## src/hw/rtl/urbc_pkg.sv

```systemverilog
// Package for the UART ring-buffer controller: operation codes, ring command
// and status structs, and fixed field widths. No dependencies.
`default_nettype none

package urbc_pkg;

  localparam int unsigned DataW  = 8;
  localparam int unsigned CountW = 5;
  localparam int unsigned ErrW   = 3;

  typedef enum logic [2:0] {
    OP_PUT      = 3'd0,
    OP_GET      = 3'd1,
    OP_FLUSH    = 3'd2,
    OP_RX_BYTE  = 3'd3,
    OP_TX_READY = 3'd4
  } op_e;

  // Latched receive error codes (one-hot bits).
  localparam logic [ErrW-1:0] ErrNone     = 3'b000;
  localparam logic [ErrW-1:0] ErrRingFull = 3'b100;

  typedef struct packed {
    logic push;
    logic pop;
    logic flush;
  } ring_cmd_t;

  typedef struct packed {
    logic              full;
    logic              empty;
    logic [CountW-1:0] count;
  } ring_status_t;

endpackage

`default_nettype wire

```

## src/hw/rtl/urbc_ring.sv

```systemverilog
// One ring buffer with head and tail pointers and pre-increment indexing.
// Depends on urbc_pkg for the command and status structs.
`default_nettype none

module urbc_ring #(
  parameter int unsigned DEPTH = 32
) (
  input  wire logic                     clk_i,
  input  wire logic                     rst_ni,
  input  wire urbc_pkg::ring_cmd_t      cmd_i,
  input  wire logic [urbc_pkg::DataW-1:0] wdata_i,
  output      logic [urbc_pkg::DataW-1:0] rdata_o,
  output      urbc_pkg::ring_status_t   status_o
);
  import urbc_pkg::*;

  localparam int unsigned PtrW = $clog2(DEPTH);
  localparam int unsigned CntW = (PtrW + 1 > CountW) ? PtrW + 1 : CountW;

  logic [PtrW-1:0]  head_q, head_d, tail_q, tail_d;
  logic [PtrW-1:0]  head_nx, tail_nx;
  logic [DataW-1:0] mem_q [DEPTH];
  logic [DataW-1:0] rdata_q;
  logic [CntW-1:0]  count_full;

  // Pointers wrap at DEPTH, which need not be a power of two.
  assign head_nx = (head_q == PtrW'(DEPTH - 1)) ? '0 : head_q + PtrW'(1);
  assign tail_nx = (tail_q == PtrW'(DEPTH - 1)) ? '0 : tail_q + PtrW'(1);

  always_comb begin
    head_d = head_q;
    tail_d = tail_q;
    if (cmd_i.push) begin
      head_d = head_nx;
    end
    if (cmd_i.flush) begin
      head_d = tail_q;
    end
    if (cmd_i.pop) begin
      tail_d = tail_nx;
    end
  end

  always_ff @(posedge clk_i or negedge rst_ni) begin
    if (!rst_ni) begin
      head_q <= '0;
      tail_q <= '0;
    end else begin
      head_q <= head_d;
      tail_q <= tail_d;
    end
  end

  always_ff @(posedge clk_i) begin
    if (cmd_i.push) begin
      mem_q[head_nx] <= wdata_i;
    end
  end

  // Read data is registered and holds until the next pop.
  always_ff @(posedge clk_i) begin
    if (cmd_i.pop) begin
      rdata_q <= mem_q[tail_nx];
    end
  end

  assign count_full = (head_q >= tail_q)
                    ? CntW'(head_q) - CntW'(tail_q)
                    : CntW'(head_q) + CntW'(DEPTH) - CntW'(tail_q);

  assign rdata_o        = rdata_q;
  assign status_o.full  = (head_nx == tail_q);
  assign status_o.empty = (head_q == tail_q);
  assign status_o.count = count_full[CountW-1:0];

endmodule

`default_nettype wire

```

## src/hw/rtl/uart_ring_buffer_controller_top.sv

```systemverilog
// UART ring-buffer controller: each result beat appears in the cycle after its
// input beat is accepted; one beat is accepted every cycle while the result side
// keeps up, since the result register frees itself in the cycle it is taken.
// Each beat touches at most one pointer and one ring entry, read through a registered
// ring port that doubles as the result data register. Reset (rst_ni low,
// asynchronous) empties both rings, clears the latched error and the enable.
`default_nettype none

module uart_ring_buffer_controller_top #(
  parameter int unsigned RX_DEPTH = 32,
  parameter int unsigned TX_DEPTH = 32
) (
  input  wire logic        clk_i,
  input  wire logic        rst_ni,
  // Input stream.
  input  wire logic        s_axis_tvalid_i,
  output      logic        s_axis_tready_o,
  // [7:0] data_byte, [8] frame_error, [9] data_overrun, [15:10] zero
  input  wire logic [15:0] s_axis_tdata_i,
  // [2:0] operation
  input  wire logic [2:0]  s_axis_tuser_i,
  // Result stream.
  output      logic        m_axis_tvalid_o,
  input  wire logic        m_axis_tready_i,
  // [0] rx_valid, [8:1] rx_data, [9] err_frame, [10] err_overrun,
  // [11] err_ring_overflow, [12] tx_valid, [20:13] tx_data, [21] tx_irq_enable,
  // [26:22] rx_count, [27] put_accepted, [31:28] zero
  output      logic [31:0] m_axis_tdata_o
);
  import urbc_pkg::*;

  logic             accept;
  op_e              op;
  logic [DataW-1:0] in_byte;
  logic             in_fe, in_dor;

  ring_cmd_t        tx_cmd, rx_cmd;
  ring_status_t     tx_stat, rx_stat;
  logic [DataW-1:0] tx_rdata, rx_rdata;

  logic             out_valid_q, out_valid_d;
  logic             rx_valid_q, rx_valid_d;
  logic             tx_valid_q, tx_valid_d;
  logic             put_ok_q, put_ok_d;
  logic [ErrW-1:0]  last_err_q, last_err_d;
  logic             irq_q, irq_d;

  logic [DataW-1:0] rx_data_out, tx_data_out;

  // The result register is free when empty or when its beat is taken now.
  assign s_axis_tready_o = !out_valid_q || m_axis_tready_i;
  assign accept          = s_axis_tvalid_i && s_axis_tready_o;

  assign op      = op_e'(s_axis_tuser_i);
  assign in_byte = s_axis_tdata_i[7:0];
  assign in_fe   = s_axis_tdata_i[8];
  assign in_dor  = s_axis_tdata_i[9];

  // Ring commands. A put into a full ring and a received byte into a full ring
  // are both dropped; a get or tx-ready on an empty ring does not pop.
  always_comb begin
    tx_cmd       = '0;
    rx_cmd       = '0;
    tx_cmd.push  = accept && (op == OP_PUT) && !tx_stat.full;
    tx_cmd.pop   = accept && (op == OP_TX_READY) && !tx_stat.empty;
    rx_cmd.push  = accept && (op == OP_RX_BYTE) && !rx_stat.full;
    rx_cmd.pop   = accept && (op == OP_GET) && !rx_stat.empty;
    rx_cmd.flush = accept && (op == OP_FLUSH);
  end

  // Next values of the status registers: the latched error and the tx interrupt enable.
  always_comb begin
    last_err_d = last_err_q;
    irq_d      = irq_q;
    if (accept && (op == OP_RX_BYTE)) begin
      if (rx_stat.full) begin
        last_err_d = ErrRingFull;
      end else begin
        last_err_d = ErrNone | {1'b0, in_dor, in_fe};
      end
    end
    if (tx_cmd.push) begin
      irq_d = 1'b1;
    end else if (accept && (op == OP_TX_READY) && tx_stat.empty) begin
      irq_d = 1'b0;
    end
  end

  always_comb begin
    out_valid_d = out_valid_q;
    rx_valid_d  = rx_valid_q;
    tx_valid_d  = tx_valid_q;
    put_ok_d    = put_ok_q;
    if (accept) begin
      out_valid_d = 1'b1;
      rx_valid_d  = rx_cmd.pop;
      tx_valid_d  = tx_cmd.pop;
      put_ok_d    = tx_cmd.push;
    end else if (m_axis_tready_i) begin
      out_valid_d = 1'b0;
    end
  end

  always_ff @(posedge clk_i or negedge rst_ni) begin
    if (!rst_ni) begin
      out_valid_q <= 1'b0;
      rx_valid_q  <= 1'b0;
      tx_valid_q  <= 1'b0;
      put_ok_q    <= 1'b0;
      last_err_q  <= ErrNone;
      irq_q       <= 1'b0;
    end else begin
      out_valid_q <= out_valid_d;
      rx_valid_q  <= rx_valid_d;
      tx_valid_q  <= tx_valid_d;
      put_ok_q    <= put_ok_d;
      last_err_q  <= last_err_d;
      irq_q       <= irq_d;
    end
  end

  urbc_ring #(
    .DEPTH(TX_DEPTH)
  ) u_tx_ring (
    .clk_i   (clk_i),
    .rst_ni  (rst_ni),
    .cmd_i   (tx_cmd),
    .wdata_i (in_byte),
    .rdata_o (tx_rdata),
    .status_o(tx_stat)
  );

  urbc_ring #(
    .DEPTH(RX_DEPTH)
  ) u_rx_ring (
    .clk_i   (clk_i),
    .rst_ni  (rst_ni),
    .cmd_i   (rx_cmd),
    .wdata_i (in_byte),
    .rdata_o (rx_rdata),
    .status_o(rx_stat)
  );

  // A new beat is only accepted once the pending result is taken, so the
  // error, enable and pointer state always match the beat on the output.
  assign rx_data_out = rx_valid_q ? rx_rdata : '0;
  assign tx_data_out = tx_valid_q ? tx_rdata : '0;

  assign m_axis_tvalid_o = out_valid_q;
  assign m_axis_tdata_o  = {4'b0000, put_ok_q, rx_stat.count, irq_q, tx_data_out,
                            tx_valid_q, last_err_q[2], last_err_q[1], last_err_q[0],
                            rx_data_out, rx_valid_q};

  // A beat carries at most one kind of data: a get result or a tx byte.
  assert property (@(posedge clk_i) disable iff (!rst_ni)
    out_valid_q |-> !(rx_valid_q && tx_valid_q))
    else $error("rx and tx data valid in the same result beat");

  // An accepted put always leaves the transmit interrupt enabled.
  assert property (@(posedge clk_i) disable iff (!rst_ni)
    (out_valid_q && put_ok_q) |-> irq_q)
    else $error("put accepted but tx interrupt enable is low");

  // A flush leaves an empty receive ring.
  assert property (@(posedge clk_i) disable iff (!rst_ni)
    rx_cmd.flush |=> (rx_stat.empty && (rx_stat.count == '0)))
    else $error("receive ring not empty after flush");

  // A ring-full drop latches the overflow bit alone.
  assert property (@(posedge clk_i) disable iff (!rst_ni)
    (accept && (op == OP_RX_BYTE) && rx_stat.full) |=> (last_err_q == ErrRingFull))
    else $error("ring overflow not latched");

endmodule

`default_nettype wire
```

## config.mk

```make
export PLATFORM = sky130hd
export DESIGN_NAME = uart_ring_buffer_controller_top
export DESIGN_NICKNAME = d
export VERILOG_FILES = /design/src/hw/rtl/urbc_pkg.sv /design/src/hw/rtl/urbc_ring.sv /design/src/hw/rtl/uart_ring_buffer_controller_top.sv
export SDC_FILE = /design/constraint.sdc
export NUM_CORES = 1
export LEC_CHECK = 0
export ABC_CLOCK_PERIOD_IN_PS = 5500
export BUFFER_PORTS_ARGS = -buffer_cell sky130_fd_sc_hd__buf_2
export CORE_MARGIN = 2
export CORE_UTILIZATION = 60
export DETAILED_ROUTE_END_ITERATION = 12
export GPL_ROUTABILITY_DRIVEN = 0
export PLACE_DENSITY = 0.77
export SETUP_SLACK_MARGIN = 0.1
export SLEW_MARGIN = 10
export SYNTH_ARGS = -nofsm -noshare
export SYNTH_HDL_FRONTEND = slang
export SYNTH_HIERARCHICAL = 1
export SYNTH_SLANG_ARGS = --single-unit
```

## constraint.sdc

```tcl
create_clock -name clk_i -period 5.5 [get_ports clk_i]
set_clock_uncertainty 0.1 [all_clocks]
set_input_delay 1.375 -clock clk_i [delete_from_list [all_inputs] [get_ports clk_i]]
set_output_delay 1.375 -clock clk_i [all_outputs]
set_load 0.02 [all_outputs]
```

### Word level (Yosys, flattened, before mapping)

Memory sizes are Yosys's and may differ from the RTL's. A register that Yosys moved wholly into a read port is not among the register bits.
Index checks and enable logic that the tools add are counted.

| word-level totals | value |
|---|---|
| memories kept | 2 |
| logic and storage cells | 71 |
| memory bits (writable) | 512 |
| output and inout port bits | 34 |
| bits of input ports | 23 |
| flip-flop bits (word level) | 28 |

| operators by class | value |
|---|---|
| add/sub/neg operators | 7 |
| reductions and logical operators | 21 |
| eq/ne operators | 12 |
| order comparisons | 1 |
| mux-type cells | 18 |

Memories:

| memory | depth | width | rd ports | clocked after memory_dff | write ports | line | RTL |
|---|---|---|---|---|---|---|---|
| u_rx_ring.mem_q | 32 | 8 | 1 | 1 | 1 | urbc_ring.sv:22 | `logic [DataW-1:0] mem_q [DEPTH];` |
| u_tx_ring.mem_q | 32 | 8 | 1 | 1 | 1 | urbc_ring.sv:22 |  |

Operator list:

| cell | count |
|---|---|
| 2-to-1 mux 5 bit | 7 |
| adder 5 x 1 -> 5 bit, second input constant | 5 |
| == test 5 bit | 4 |
| == test 5 bit, second input constant | 4 |
| 2-to-1 mux 8 bit | 2 |
| logical AND 1 bit | 11 |
| subtractor 5 bit | 2 |
| 2-to-1 mux 1 bit | 8 |
| == test 3 x 2 -> 1 bit, second input constant | 2 |
| nonzero test 2 bit | 3 |
| greater-or-equal comparator 5 bit | 1 |
| zero test 1 bit | 5 |
| == test 3 x 1 -> 1 bit, second input constant | 1 |
| == test 3 bit, second input constant | 1 |
| zero test 3 bit | 1 |
| 2-to-1 mux 3 bit | 1 |
| logical OR 1 bit | 1 |

### Depth between registers and ports, before layout

| logic depth | value |
|---|---|
| depth in word-level cells | 7 |
| depth in mapped cells | 13 |

### Cells and area by module

The synthesis kept the hierarchy.

By module, submodules not included:

| module | area each (sq um) | times used | cells an instance | seq. area each (sq um) |
|---|---|---|---|---|
| urbc_ring (u_rx_ring) | 11,145.7 | 1 | 536 | 8,177.8 |
| urbc_ring (u_tx_ring) | 11,144.4 | 1 | 541 | 8,177.8 |
| uart_ring_buffer_controller_top | 574.3 | 1 | 62 | 200.2 |

### Least setup slack after synthesis

Ideal clock, no wire load.

| timing | value |
|---|---|
| kind | register -> register |
| start point | register u_tx_ring.head_q[1] |
| end point | memory u_tx_ring.mem_q[1][0], enable pin |
| buffers on the path | 2 |
| period minus slack after synthesis | 3,820 ps |
| stages on the path, launching flop included | 14 |
| path slack | 1,680 ps |
| required time | 5,030 ps |
| library setup time | 370 ps |
| arrival time | 3,350 ps |
| cells stage by stage | dfrtp_1 -> ha_1 -> and3_1 -> ha_1 -> clkbuf_1 -> o21ai_0 -> o21a_1 -> nor4_1 -> or3_1 -> nor4_4 -> clkinv_1 -> or4_1 -> clkbuf_1 -> nor2_1 |

RTL lines:

| element | line | RTL |
|---|---|---|
| from (decl) | urbc_ring.sv:20 | `logic [PtrW-1:0] head_q, head_d, tail_q, tail_d;` |
| from (signal assigned) | urbc_ring.sv:46 | `head_q <= '0;` |
| from (signal assigned) | urbc_ring.sv:49 | `head_q <= head_d;` |
| to (decl) | urbc_ring.sv:22 |  |

==> impl_metrics.py <==
metrics = {
    "timing": {
        "finalCritPeriodShare": 0.900,
        "worst_pin_slew_ps": 1310,
        "layout_min_cycle_time_ps": 4950,
        "hold_viol_final": 0,
        "setup_viol": 0,
        "max_slew_margin": 0.123,
        "fmaxAchievable_mhz": 202,
        "rsz0062_at_grt": "no",
        "setup-tns-final_ps": 0,
        "hold_ws_ps": 388,
        "drv_slew": 0,
    },
    "flow_run": {
        "max-cap-violations": 0,
    },
    "synth": {
        "syn-instance-count": 1126,
        "synth_area_sq_mm": 0.0228,
        "yosysWarnings": 6,
        "synth.avg_cell_area_sq_um": 20.2,
    },
    "route": {
        "first_pass_iters": 5,
        "drc": 0,
        "routed_wl_mm": 44.2,
        "vias": 10800,
        "detail-route-antenna-nets": 0,
        "routed_via_density": 6.24,
        "drt_iter0_drc": 1258,
        "wl_per_cell_um": 25.4,
    },
    "placement": {
        "place_inst": 1643,
        "place_area_sq_mm": 0.0233,
        "dpl.hpwl_mm": 25.7,
        "io_buffers": 46,
    },
    "worst_setup_path": {
        "path_cells": "ha_1 > and3_1 > ha_1 > nor2_1 > xnor2_1 > nor4_1 > or3_1 > nor4_4 > clkinv_1 > nor3b_1 > nand2_1 > nor2_1",
        "reg2reg_to": "u_tx_ring/mem_q[2][7]",
        "crit_family": "simple AND/OR/NAND/NOR gates",
        "crit_start": "u_tx_ring/head_q[0]",
        "startpoint_type": "flip-flop",
        "r2r.worst_path.cells": 12,
        "crit_buf_inv": 1,
        "crit_path_end": "u_tx_ring/mem_q[2][7]",
        "path_class": "reg2reg",
        "r2r_setup_slack_ps": 550,
        "cp_slowest_cell": "nor2_1",
        "cp.required_ps": 5600,
        "worst_setup_path_end_kind": "flip-flop",
        "arrival_ps": 5050,
        "r2r_start": "u_tx_ring/head_q[0]",
        "cp_num_cells": 12,
        "slowest_delay_ps": 760,
        "cp_max_fo": 14,
    },
    "final_layout": {
        "nets": 1231,
        "drive_above_1_share": 0.243,
        "final_common_cell": "edfxtp_1",
        "antenna_cells": 0,
        "stdcell_count": 1739,
        "area_growth_pct": 9.82,
        "multi_input_area_sq_mm": 0.00572,
        "fillers": 2439,
        "final_cell_mix": "528 x edfxtp_1, 125 x mux4_2, 78 x nor2_1",
        "final_cell_area_sq_mm": 0.0250,
        "layout.area.seq_sq_mm": 0.0166,
    },
    "cts": {
        "cts_sinks": 556,
        "post_cts_buffers": 0,
        "ctsHoldBuffers": 0,
        "cts_tree": "yes",
        "path_clk_slew_ps": 60,
        "cts_resized": 0,
        "cts-htree-levels": 2,
        "insertion_delay_ps": 590,
        "clock-root-buffer": "clkbuf_16",
        "cts_buffers": 52,
        "clock_tree.buffer_depth": 3,
    },
    "global_route": {
        "antenna_found_initial": 0,
        "grt_usage": 0.233,
        "grt_max_degree": 65,
        "grt_pass1_vias": 10900,
        "grt_pass1_wl_mm": 66.8,
        "grt_overflow": 0,
    },
    "die": {
        "die-height_um": 199,
        "rows": 71,
        "dieWidth_um": 199,
        "coreArea_sq_mm": 0.0375,
        "ios": 57,
        "die_area_sq_mm": 0.0395,
        "start_util": 0.608,
    },
    "power": {
        "peakVddDrop_v": 0.000496,
        "finalPower_mw": 13.7,
        "leakagePower_nw": 8.27,
        "power_density_mw_per_mm2": 546,
    },
    "outcome": {
        "status": "completed",
    },
    "min_path": {
        "hold_path.class": "reg2reg",
    },
}
-- per-stage QoR --
stage | worst slack, ps | util
2_1_floorplan | 1690 | -
3_3_place_gp | 781 | 0.622
3_5_place_dp | 659 | 0.622
4_1_cts | 617 | 0.667
5_1_grt | 205 | 0.667
6_report | 550 | 0.667
-- worst register-to-register path: stages (launching register included) --
cell and delay (ps):
dfrtp_1 490, ha_1 280, and3_1 190, ha_1 320
nor2_1 370, xnor2_1 170, nor4_1 90, or3_1 350
nor4_4 320, clkinv_1 300, nor3b_1 410, nand2_1 410
nor2_1 760
-- report_power, final --
part	total, mW	internal, mW	switching (mW)
Sequential	4.97	4.81	0.157
Combinational	5.25	2.44	2.81
Clock	3.44	1.94	1.50
-- routing by layer --
metal | vias to the layer above | routed length (um) | track usage
met5 | - | 0 | 0
met4 | 0 | 959 | 0.0688
met3 | 73 | 3980 | 0.0509
met2 | 461 | 20700 | 0.345
met1 | 5622 | 18600 | 0.354
li1 | 4687 | - | -
-- worst min-delay path by stage --
stage | slack (ps) | start | cells past startpoint | endpoint
finish | 390 | put_ok_q | 1 | put_ok_q
floorplan | 350 | irq_q | 1 | irq_q
CTS | 390 | irq_q | 1 | irq_q
global route | 420 | irq_q | 1 | irq_q
global placement | 370 | irq_q | 1 | irq_q
detailed placement | 370 | irq_q | 1 | irq_q
-- sequential cells by signal, summed over array words and instances, names as in the netlist, 5 cells and up --
register	cells
u_rx_ring/tail_q	5
u_rx_ring/mem_q	256
u_tx_ring/mem_q	256
u_tx_ring/rdata_o	8
u_rx_ring/rdata_o	8
u_tx_ring/head_q	5
u_tx_ring/tail_q	5
u_rx_ring/head_q	5
-- area by class of cell --
| type | instances | share of cell area |
|---|---|---|
| Clock buffer | 68 | 0.0560 |
| Clock inverter | 27 | 0.00995 |
| Inverter | 18 | 0.00270 |
| Multi-Input combinational cell | 500 | 0.229 |
| Sequential cell | 556 | 0.662 |
| Tap cell | 511 | 0.0256 |
| Timing Repair Buffer | 59 | 0.0153 |
Note: power is estimated with default switching activity, not from simulation.
